File: config.mk
export PLATFORM = sky130hd
export DESIGN_NAME = line_rasterizer
export DESIGN_NICKNAME = d
export VERILOG_FILES = /design/src/rtl/lr_pkg.sv /design/src/rtl/lr_ctrl.sv /design/src/rtl/lr_dp.sv /design/src/rtl/line_rasterizer.sv
export VERILOG_INCLUDE_DIRS = /design/src /design/src/rtl
export SDC_FILE = /design/constraint.sdc
export NUM_CORES = 1
export LEC_CHECK = 0
export BUFFER_PORTS_ARGS = -buffer_cell sky130_fd_sc_hd__buf_2
export CAP_MARGIN = 20
export CORE_MARGIN = 2
export CORE_UTILIZATION = 45
export CTS_CLUSTER_SIZE = 24
export DETAILED_ROUTE_END_ITERATION = 16
export PLACE_DENSITY = 0.64
export SLEW_MARGIN = 15
export SYNTH_ARGS = -nofsm -noshare
export SYNTH_HDL_FRONTEND = slang
export SYNTH_SLANG_ARGS = --single-unit
File: constraint.sdc
create_clock -name clk -period 8.5 [get_ports clk]
set_input_delay 0.425 -clock clk [delete_from_list [all_inputs] [get_ports clk]]
set_output_delay 0.425 -clock clk [all_outputs]
set_load 0.01 [all_outputs]
File: src/rtl/line_rasterizer_defines.svh
// Assertion macros for the line rasterizer, empty when synthesising.
`ifndef LINE_RASTERIZER_DEFINES_SVH
`define LINE_RASTERIZER_DEFINES_SVH

`ifndef SYNTHESIS
// Same-cycle implication, sampled on clk, off while rst_n is low
`define LR_ASSERT(label, pre, post) \
  label: assert property (@(posedge clk) disable iff (!rst_n) (pre) |-> (post)) \
    else $error("line_rasterizer: same-cycle check failed");
// Next-cycle implication, sampled on clk, off while rst_n is low
`define LR_ASSERT_NEXT(label, pre, post) \
  label: assert property (@(posedge clk) disable iff (!rst_n) (pre) |=> (post)) \
    else $error("line_rasterizer: next-cycle check failed");
`else
`define LR_ASSERT(label, pre, post)
`define LR_ASSERT_NEXT(label, pre, post)
`endif

`endif

File: src/rtl/lr_pkg.sv
// Shared types and constants of the line rasterizer.
`timescale 1ns / 1ps
package lr_pkg;

  localparam int unsigned TILE_SIZE   = 64;
  localparam int unsigned COORD_W     = 6;
  localparam int unsigned COLOR_W     = 32;
  localparam int unsigned ERR_W       = 9;
  localparam int unsigned IN_TDATA_W  = 56;
  localparam int unsigned OUT_TDATA_W = 48;

  // Controller to datapath
  typedef struct packed {
    logic load;   // capture the incoming command
    logic setup;  // choose axes, order endpoints, form deltas
    logic step;   // emit one pixel and advance
  } lr_cmd_t;

  // Datapath to controller
  typedef struct packed {
    logic degenerate; // zero-length line at setup
    logic last;       // current pixel is the end point
    logic out_free;   // output register can take a pixel
  } lr_status_t;

  // Saturate a coordinate to the tile
  function automatic logic [COORD_W-1:0] clamp_coord(input logic [COORD_W-1:0] v);
    logic [COORD_W-1:0] c;
    c = v;
    if ({7'd0, c} > 13'(TILE_SIZE - 1)) begin
      c = COORD_W'(TILE_SIZE - 1);
    end
    return c;
  endfunction

  function automatic logic [COORD_W-1:0] abs_diff(input logic [COORD_W-1:0] a,
                                                   input logic [COORD_W-1:0] b);
    return (a > b) ? (a - b) : (b - a);
  endfunction

endpackage

File: src/rtl/lr_ctrl.sv
// Controller state machine of the line rasterizer.
`timescale 1ns / 1ps
module lr_ctrl (
  input  logic               clk,
  input  logic               rst_n,
  input  logic               in_tvalid,
  output logic               in_tready,
  input  lr_pkg::lr_status_t status,
  output lr_pkg::lr_cmd_t    cmd
);
  import lr_pkg::*;

  typedef enum logic [2:0] {
    ST_IDLE  = 3'b001,
    ST_SETUP = 3'b010,
    ST_DRAW  = 3'b100
  } state_t;

  state_t state_r, state_nxt;

  // Commands
  assign in_tready = (state_r == ST_IDLE);
  assign cmd.load  = (state_r == ST_IDLE) && in_tvalid;
  assign cmd.setup = (state_r == ST_SETUP);
  assign cmd.step  = (state_r == ST_DRAW) && status.out_free;

  // Next state
  always_comb begin
    state_nxt = state_r;
    case (state_r)
      ST_IDLE: begin
        if (in_tvalid) state_nxt = ST_SETUP;
      end
      ST_SETUP: begin
        state_nxt = status.degenerate ? ST_IDLE : ST_DRAW;
      end
      ST_DRAW: begin
        if (cmd.step && status.last) state_nxt = ST_IDLE;
      end
      default: begin
        state_nxt = ST_IDLE;
      end
    endcase
  end

  always_ff @(posedge clk) begin
    if (!rst_n) begin
      state_r <= ST_IDLE;
    end else begin
      state_r <= state_nxt;
    end
  end

endmodule

File: src/rtl/lr_dp.sv
// Datapath of the line rasterizer: command latch, integer line stepper, output register.
`timescale 1ns / 1ps
module lr_dp (
  input  logic                           clk,
  input  logic                           rst_n,
  input  logic [lr_pkg::IN_TDATA_W-1:0]  in_tdata,
  input  lr_pkg::lr_cmd_t                cmd,
  output lr_pkg::lr_status_t             status,
  output logic                           out_tvalid,
  input  logic                           out_tready,
  output logic [lr_pkg::OUT_TDATA_W-1:0] out_tdata,
  output logic                           out_tlast
);
  import lr_pkg::*;

  // Latched command
  logic [COORD_W-1:0] x0_r, y0_r, x1_r, y1_r;
  logic [COLOR_W-1:0] held_color_r;

  // Line walk state
  logic [COORD_W-1:0]      major_pos_r, major_end_r, minor_pos_r, major_delta_r;
  logic [COORD_W:0]        twice_minor_r;
  logic signed [ERR_W-1:0] error_r;
  logic                    step_down_r, swapped_r;

  // Output register
  logic               out_valid_r;
  logic [COORD_W-1:0] out_x_r, out_y_r;
  logic [COLOR_W-1:0] out_color_r;
  logic               out_last_r;

  // Setup terms
  logic [COORD_W-1:0] dx, dy, a0, b0, a1, b1, ma0, ma1, mb0, mb1;
  logic               swap_s, order_s;

  // Step terms
  logic signed [ERR_W-1:0] err_sum, err_sub;
  logic                    minor_move;

  always_ff @(posedge clk) begin
    if (cmd.load) begin
      x0_r         <= clamp_coord(in_tdata[5:0]);
      y0_r         <= clamp_coord(in_tdata[11:6]);
      x1_r         <= clamp_coord(in_tdata[17:12]);
      y1_r         <= clamp_coord(in_tdata[23:18]);
      held_color_r <= in_tdata[55:24];
    end
  end

  // Axis choice and endpoint order
  always_comb begin
    dx      = abs_diff(x0_r, x1_r);
    dy      = abs_diff(y0_r, y1_r);
    swap_s  = dy > dx;
    a0      = swap_s ? y0_r : x0_r;
    b0      = swap_s ? x0_r : y0_r;
    a1      = swap_s ? y1_r : x1_r;
    b1      = swap_s ? x1_r : y1_r;
    order_s = a0 > a1;
    ma0     = order_s ? a1 : a0;
    ma1     = order_s ? a0 : a1;
    mb0     = order_s ? b1 : b0;
    mb1     = order_s ? b0 : b1;
  end

  // Error update for one pixel
  always_comb begin
    err_sum    = error_r + $signed({2'b00, twice_minor_r});
    minor_move = err_sum > $signed({3'b000, major_delta_r});
    err_sub    = err_sum - $signed({2'b00, major_delta_r, 1'b0});
  end

  always_ff @(posedge clk) begin
    if (!rst_n) begin
      major_pos_r   <= '0;
      major_end_r   <= '0;
      minor_pos_r   <= '0;
      major_delta_r <= '0;
      twice_minor_r <= '0;
      error_r       <= '0;
      step_down_r   <= 1'b0;
      swapped_r     <= 1'b0;
    end else if (cmd.setup) begin
      major_pos_r   <= ma0;
      major_end_r   <= ma1;
      minor_pos_r   <= mb0;
      major_delta_r <= ma1 - ma0;
      twice_minor_r <= {abs_diff(mb0, mb1), 1'b0};
      error_r       <= '0;
      step_down_r   <= mb1 < mb0;
      swapped_r     <= swap_s;
    end else if (cmd.step) begin
      error_r <= minor_move ? err_sub : err_sum;
      if (minor_move) begin
        minor_pos_r <= step_down_r ? (minor_pos_r - 1'b1) : (minor_pos_r + 1'b1);
      end
      if (!status.last) begin
        major_pos_r <= major_pos_r + 1'b1;
      end
    end
  end

  // Output register: valid under reset, payload loaded on each step
  always_ff @(posedge clk) begin
    if (!rst_n) begin
      out_valid_r <= 1'b0;
    end else if (cmd.step) begin
      out_valid_r <= 1'b1;
    end else if (out_tready) begin
      out_valid_r <= 1'b0;
    end
  end

  always_ff @(posedge clk) begin
    if (cmd.step) begin
      out_x_r     <= swapped_r ? minor_pos_r : major_pos_r;
      out_y_r     <= swapped_r ? major_pos_r : minor_pos_r;
      out_color_r <= held_color_r;
      out_last_r  <= status.last;
    end
  end

  assign status.degenerate = (ma1 == ma0);
  assign status.last       = (major_pos_r == major_end_r);
  assign status.out_free   = !out_valid_r || out_tready;

  assign out_tvalid = out_valid_r;
  assign out_tdata  = {4'b0000, out_color_r, out_y_r, out_x_r};
  assign out_tlast  = out_last_r;

endmodule

File: src/rtl/line_rasterizer.sv
// Top level of the line rasterizer: integer line drawing inside a square tile.
//
//  channel | direction | tdata fields (low bit up)              | tlast
//  in_     | slave     | start_x, start_y, end_x, end_y, color    | -
//  out_    | master    | pixel_x, pixel_y, out_color, 4'b0 pad    | last_pixel
//
//  A line command is accepted, then set up, then drawn at one pixel a cycle along
//  the major axis while the output is free: |major delta| + 1 pixels, up to 64.
//  Coinciding endpoints give no pixel and the block goes from setup back to idle.
//  A low out_tready holds the stepper; the last pixel may wait in the output
//  register while the next command is accepted.
//  rst_n (synchronous, active low) clears the controller, the line walk and the output valid.
`timescale 1ns / 1ps
`include "line_rasterizer_defines.svh"
module line_rasterizer (
  input  logic                           clk,
  input  logic                           rst_n,
  input  logic                           in_tvalid,
  output logic                           in_tready,
  // start_x[5:0], start_y[11:6], end_x[17:12], end_y[23:18], pixel_color[55:24]
  input  logic [lr_pkg::IN_TDATA_W-1:0]  in_tdata,
  output logic                           out_tvalid,
  input  logic                           out_tready,
  // pixel_x[5:0], pixel_y[11:6], out_color[43:12], zero[47:44]
  output logic [lr_pkg::OUT_TDATA_W-1:0] out_tdata,
  output logic                           out_tlast
);
  import lr_pkg::*;

  lr_cmd_t    cmd;
  lr_status_t status;

  // Controller
  lr_ctrl u_ctrl (
    .clk       (clk),
    .rst_n     (rst_n),
    .in_tvalid (in_tvalid),
    .in_tready (in_tready),
    .status    (status),
    .cmd       (cmd)
  );

  // Datapath
  lr_dp u_dp (
    .clk        (clk),
    .rst_n      (rst_n),
    .in_tdata   (in_tdata),
    .cmd        (cmd),
    .status     (status),
    .out_tvalid (out_tvalid),
    .out_tready (out_tready),
    .out_tdata  (out_tdata),
    .out_tlast  (out_tlast)
  );

  // Checks
  `LR_ASSERT_NEXT(a_accept_leaves_idle, in_tvalid && in_tready, !in_tready)
  `LR_ASSERT(a_mid_line_not_idle, out_tvalid && !out_tlast, !in_tready)
  `LR_ASSERT(a_step_has_room, cmd.step, !out_tvalid || out_tready)

endmodule
Word level (Yosys, flattened, before mapping)
Cells that the tools add are included.
Word-level totals
  input port bits: 60
  output and inout bits: 51
  flip-flop bits (word level): 146
Operators by class
  add/sub/neg operators: 12
  reduce and logical (&&, ||, !) cells: 12
  bitwise operators: 1
  multiplexer cells: 27
  eq/ne operators: 8
  $lt $le $gt $ge: 7
Operators with widths (number)
  $mux 6: 20
  $sub 6x6->6: 7
  $gt 6x6->1: 5
  $add 6x1->6 const B: 2
  $eq 6x6->1: 2
  $add 9x8->9: 1
  $gt 9x7->1: 1
  $mux 3: 3
  $mux 9: 1
  $pmux 3 s3: 1
  $sub 9x8->9: 1
  $lt 6x6->1: 1
  $ne 2x2->1 const B: 3
  $reduce_and 2->1: 3
  $reduce_bool 2->1: 3
  $sub 6x1->6 const B: 1
  $eq 3x1->1 const B: 1
  $eq 3x2->1 const B: 1
  $eq 3x3->1 const B: 1
  $logic_and 1x1->1: 3
  $mux 1: 2
  $reduce_or 2->1: 1
  $logic_not 1->1: 1
  $logic_or 1x1->1: 1
  $not 1->1: 1

Depth between registers and ports, before layout
  depth after elaboration: 9
  gate-level depth with buffers: 43
  gate-level depth less buffers: 40

By module
A second synthesis with hierarchy kept.
Unflattened totals
  cells, all modules: 794
  area total of the unflattened synthesis: 8595.7 um^2
By module, submodules not included
  lr_dp: sequential area each 3853.7 um^2, cells each 779, times used 1, area each 8430.6 um^2
  lr_ctrl: sequential area each 60.1 um^2, cells each 15, times used 1, area each 165.2 um^2

Worst setup path after synthesis
No wires, ideal clock.
  path type: register to register
  from: reg u_dp.y0_r[0]
  to: reg u_dp.twice_minor_r[6]
  arrival: 8.226 ns
  path slack: 0.152 ns
  stages on the path, launching flop included: 41
  buffers on the path: 3
  library setup time: 0.122 ns
  cells stage by stage: edfxtp_1 inv_1 ha_1 inv_1 fa_1 a21o_1 a21o_1 a21o_1 a21oi_1 a31oi_1 a211oi_1 a21oi_1 xor2_1 ha_1 and4_1 and3_1 a31oi_4 clkbuf_1 (+5 left out) nor3_1 mux2i_1 o211a_1 clkbuf_1 nor2_1 o21ai_0 o21ai_0 inv_1 fa_1 a21o_1 a21oi_1 o21ai_0 nand2_1 mux2i_1 o21ai_0 a31oi_1 xor2_1 o21ai_0
Between the ends
  word-level cells in the longest chain between the ends: 8
  elaborated cells on any way between the ends: 16
  those cells by class: add/sub: 4; order compare: 4; mux: 8
Ends and longest elaborated chain
  start: declaration: RTL line lr_dp.sv:17  | logic [COORD_W-1:0] x0_r, y0_r, x1_r, y1_r;
  start signal: assignment: RTL line lr_dp.sv:43  | y0_r <= clamp_coord(in_tdata[11:6]);
  $sub 6x6->6 / $gt 6x6->1 (equally long branches): RTL line lr_pkg.sv:38  | return (a > b) ? (a - b) : (b - a);
  $mux 6: RTL line lr_pkg.sv:38
  $gt 6x6->1: RTL line lr_dp.sv:54  | swap_s = dy > dx;
  $mux 6, on equally long branches: RTL line lr_dp.sv:55, lr_dp.sv:57
  $gt 6x6->1: RTL line lr_dp.sv:59  | order_s = a0 > a1;
  $mux 6, on equally long branches: RTL line lr_dp.sv:63, lr_dp.sv:62
  $sub 6x6->6 / $gt 6x6->1 (equally long branches): RTL line lr_pkg.sv:38
  $mux 6 *: RTL line lr_pkg.sv:38
  end signal: assignment: RTL line lr_dp.sv:88  | twice_minor_r <= {abs_diff(mb0, mb1), 1'b0};
  end: declaration: RTL line lr_dp.sv:22  | logic [COORD_W:0] twice_minor_r;
Mark *: on every way between the ends. The rest lies on a longest branch, timed or not.
A chain may end at the register's enable or synchronous reset.

Worst setup path in the final report
Same ends and word-level chain as after synthesis.

==> summary.md <==
The chip height came out at 142 um. Power spread over the standard cell area amounts to 403 nW/um2. The logs give 20,100 um2 for the area of the die and 8.84 ns for the required time reported for the critical path endpoint. The finished cells cover 10,100 um2. The hold-critical path depth came out at 1. In this run the static leakage power is 0.00428 uW. For the pin count of the biggest net entering global routing, the log shows 48. The region available for standard cell placement spans 18,600 um2. The number of cell rows is 50, and the total of flip-flops plus latches after synthesis is 145. The count of flip-flops with a built-in enable after synthesis is 101.

The tools report the buffer type at the clock tree root as sky130_fd_sc_hd__clkbuf_16. Sum of internal, switching and leakage power: 4080 uW. The final cell count without fillers was 1,175; the depth of the most critical reg-to-reg path was 41.

The logs give 0.000325 V for the worst supply voltage drop on vdd and 0 for the antenna diode count. The clock reaches the later pin of the worst-skew pair after 0.42 ns. Across all register-to-register paths, the minimum setup slack is 0.49 ns. The fraction of the mapped netlist area in compound gates works out to 0.162. The capture endpoint of the worst hold path was u_dp.x1_r[1]$_DFFE_PP_. In the final layout, the multi-input gates occupy 4280 um2. The post-detailed-route via-to-cell ratio came out at 5.37. After clock tree synthesis, the clock-pin slew on the worst setup and hold paths is 0.07 ns. The number of fill cells in the layout came out at 1,626. In the final design database the tool counted 1,064 nets. The highest cell delay on the worst timing path is 0.44 ns.

The number of placed I/O pins came out at 111. The netlist uses 64 different library cells. The final routed wirelength across all metal layers was 19.5 mm; the initial antenna violation count was 0. The share of synthesized registers carrying an async set or reset works out to 0. Dividing the detail-routed wire length by the instance count gives 16.6 um. The time the final worst path needs with I/O delays and setup came out at 8.01 ns. The tools report the worst flop-to-flop path startpoint as u_dp.y0_r[0]$_DFFE_PP_. The main combinational cell family by area after synthesis is compound AO/OA/AOI/OAI gates. The run gives 0 as the final count of hold timing violations. For the final estimated routing congestion in global placement, the log shows 0.992. The run gives 145 as the clock net sink count.

Measured along the x axis, the die boundary spans 142 um. The number of buffer and inverter instances along the worst setup path is 5, and the highest net fanout along the worst path is 13. In this run the tool buffered the top-level ports with 106 buffer cells. Synthesis handed over a netlist of 797 instances. The endpoint of the worst-slack reg-to-reg timing path is u_dp.twice_minor_r[6]$_SDFFE_PN0P_. At the pin with the least slew margin, the transition time is 0.970 ns. For this run, the detailed router's first-pass iteration total came to 6.

The run gives 0.457 as the initial core utilization. The share of synthesized area occupied by flip-flops and latches came out at 0.459. The critical path in this run is classified as register to register. The min-delay analysis places its worst path in the category input port to register. Compared with the post-synthesis result, the final layout area differs by 18.8%.

Proportion of layout cells with a drive suffix above 1: 0.235. Startpoint type of the worst setup path: a register. Global route total overflow: 0. The worst clock skew on the final layout was 0.0160 ns; the via count of the routed design was 6,308.

Dividing the synthesized area by the synthesized cell count gives 10.7 um2. In this run, the number of DRC markers left after iteration 0 of detailed routing was 509. Counting the buffers created by CTS gives 17.

The run finished with clean final reports. The highest-delay cell along the critical path is sky130_fd_sc_hd__edfxtp_1. The maximum number of buffers from clock root to sink came out at 2. For the via count of the first global-routing pass, the log shows 6,000. Startpoint of the most critical hold path: in_tdata[13]. For the post-placement setup slack, the log shows 0.238 ns.

The global routing usage summed across all routing layers was 0.197. TritonCTS built the clock tree. For the count of final max-slew check failures, the log shows 0. Registers take 3910 um2. The adder-cell share of the synthesized area is 0.124, and the worst hold slack is 0.169 ns. Across the run, the number of max-cap violations was 0. The run gives 0 as the post-route antenna net violation count. The simple-gate share of the synthesized area is 0.0949, and the cell count after placement is 1,130. The capturing element type of the critical path was a register. The first global-routing pass estimated 30.9 mm of wire. The H-tree was split into 4 levels. Grouping stages by cell kind, the critical path spends the most delay in compound AO/OA/AOI/OAI gates. Data on the critical path arrives at its endpoint at 8.35 ns. During synthesis, Yosys emitted a total of 0 warnings. The parity-gate share of the synthesized area counting xor and xnor cells works out to 0.0401. The mux share of post-synthesis cell area works out to 0.0753. The number of remaining DRC errors is 0, and the synthesized cell area is 8530 um2. Least setup slack across all paths after layout: 0.488 ns. Among all flip-flop cells after synthesis, the most frequent one is sky130_fd_sc_hd__edfxtp_1. The achievable frequency is 125 MHz. The wire-length estimate of the detail-placed layout is 14.7 mm. Share of the clock period used by the worst path after layout: 0.943. The logs give 0.348 for the worst max-slew margin expressed relative to the limit and 0 for the count of final setup violators.

The run gives 9390 um2 as the post-place instance area.
==> cells in the mapped netlist, types with 4 or more instances <==
library cell / n / area [um2]
sky130_fd_sc_hd__nand2_1: 58 / 218
sky130_fd_sc_hd__buf_4: 5 / 37.5
sky130_fd_sc_hd__fa_1: 9 / 180
sky130_fd_sc_hd__mux2i_1: 36 / 360
sky130_fd_sc_hd__xnor2_1: 21 / 184
sky130_fd_sc_hd__nor2_1: 36 / 135
sky130_fd_sc_hd__a21o_1: 27 / 203
sky130_fd_sc_hd__nand2b_1: 6 / 37.5
sky130_fd_sc_hd__buf_2: 6 / 30.0
sky130_fd_sc_hd__o211a_1: 6 / 60.1
sky130_fd_sc_hd__ha_1: 67 / 838
sky130_fd_sc_hd__dfxtp_1: 44 / 881
sky130_fd_sc_hd__xor2_1: 18 / 158
sky130_fd_sc_hd__nand4_1: 8 / 50.1
sky130_fd_sc_hd__clkbuf_1: 19 / 71.3
sky130_fd_sc_hd__a21oi_1: 62 / 310
sky130_fd_sc_hd__nor2b_1: 9 / 56.3
sky130_fd_sc_hd__edfxtp_1: 101 / 3030
sky130_fd_sc_hd__nor3_1: 18 / 90.1
sky130_fd_sc_hd__nand3_1: 10 / 50.1
sky130_fd_sc_hd__inv_1: 57 / 214
sky130_fd_sc_hd__mux2_2: 25 / 282
sky130_fd_sc_hd__o21bai_1: 8 / 60.1
sky130_fd_sc_hd__inv_2: 4 / 15.0
sky130_fd_sc_hd__a211oi_1: 19 / 143
sky130_fd_sc_hd__o21ai_0: 40 / 200
sky130_fd_sc_hd__o211ai_1: 11 / 82.6
sky130_fd_sc_hd__maj3_1: 4 / 40.0
sky130_fd_sc_hd__a31oi_1: 6 / 37.5
==> final cells by class <==
cell class	instances	share of cell area
clock buffer	17	0.0420
sequential	145	0.386
clock inverter	15	0.0178
tap	234	0.0289
multi-input combinational	561	0.422
timing repair buffer	142	0.0802
inverter	61	0.0226
==> state kept, by name, indices dropped and copies added (netlist names) <==
signal and count:
u_dp.minor_pos_r 6, u_dp.out_tlast 1, u_dp.y0_r 6, u_dp.out_color_r 32, u_ctrl.state_r 3, u_dp.major_end_r 6
u_dp.out_tvalid 1, u_dp.major_delta_r 6, u_dp.error_r 8, u_dp.swapped_r 1, u_dp.out_y_r 6, u_dp.step_down_r 1
u_dp.y1_r 6, u_dp.x1_r 6, u_dp.twice_minor_r 6, u_dp.x0_r 6, u_dp.held_color_r 32, u_dp.major_pos_r 6
u_dp.out_x_r 6
==> worst max path at each step <==
stage,from,to,cells past startpoint
after CTS,u_dp.y0_r[0]$_DFFE_PP_,u_dp.twice_minor_r[6]$_SDFFE_PN0P_,38
after global routing,u_dp.y0_r[0]$_DFFE_PP_,u_dp.twice_minor_r[6]$_SDFFE_PN0P_,41
after global placement,u_dp.y0_r[0]$_DFFE_PP_,u_dp.twice_minor_r[6]$_SDFFE_PN0P_,38
final,u_dp.y0_r[0]$_DFFE_PP_,u_dp.twice_minor_r[6]$_SDFFE_PN0P_,41
after detailed placement,u_dp.y0_r[0]$_DFFE_PP_,u_dp.twice_minor_r[6]$_SDFFE_PN0P_,38
after floorplan,u_dp.y0_r[0]$_DFFE_PP_,u_dp.twice_minor_r[6]$_SDFFE_PN0P_,40
==> metal layers <==
metal	routed length, um	part of all wire	global-route usage
met4	233	0.012	0.0495
met3	989	0.051	0.0422
met2	9260	0.47	0.325
met1	9060	0.46	0.265
met5	0	0	0
==> cell usage in the layout (no fill, tap or decap), drive strengths merged, types with 6 or more instances in the layout <==
master and instances:
fa 9, nor3 19, a211oi 21, nand3 10, nor2b 9, xor2 18, clkinv 6, a21o 27
o211a 6, buf 142, nand2 59, o21bai 8, nand2b 6, edfxtp 101, xnor2 21, inv 69
a31oi 7, mux2 25, nor2 36, dfxtp 44, o21ai 43, nand4 8, clkbuf 17, mux2i 36
ha 67, a21oi 62, o211ai 12
==> cells by family (layout without fill, tap and decap cells) <==
family          after synthesis  after routing
fa+ha+maj                    80             80
xor+xnor                     39             39
mux                          61             61
buf+inv                      94            235
compound gates              209            209
simple gates                168            168
flops                       145            145
other cells                   1              4
==> report_power, final <==
group	internal [uW]	leakage (uW)	switching (uW)	total (uW)
registers	793	0.00130	26.7	820
logic	1070	0.00269	1450	2520
clock network	399	0.000292	345	743
total	2260	0.00428	1820	4080
==> stage by stage <==
step / utilization / setup TNS (ns)
floorplan: - / 0
global placement: 0.504 / 0
detailed placement: 0.504 / 0
CTS: 0.536 / 0
global route: 0.543 / -0.0786
finish: 0.543 / 0
==> timing repair <==
action	CTS	global route
setup endpoints to repair	0	5
gates resized for setup	0	13
setup buffers	0	13
hold buffers	0	0
Power figures use the tool's default switching activity.
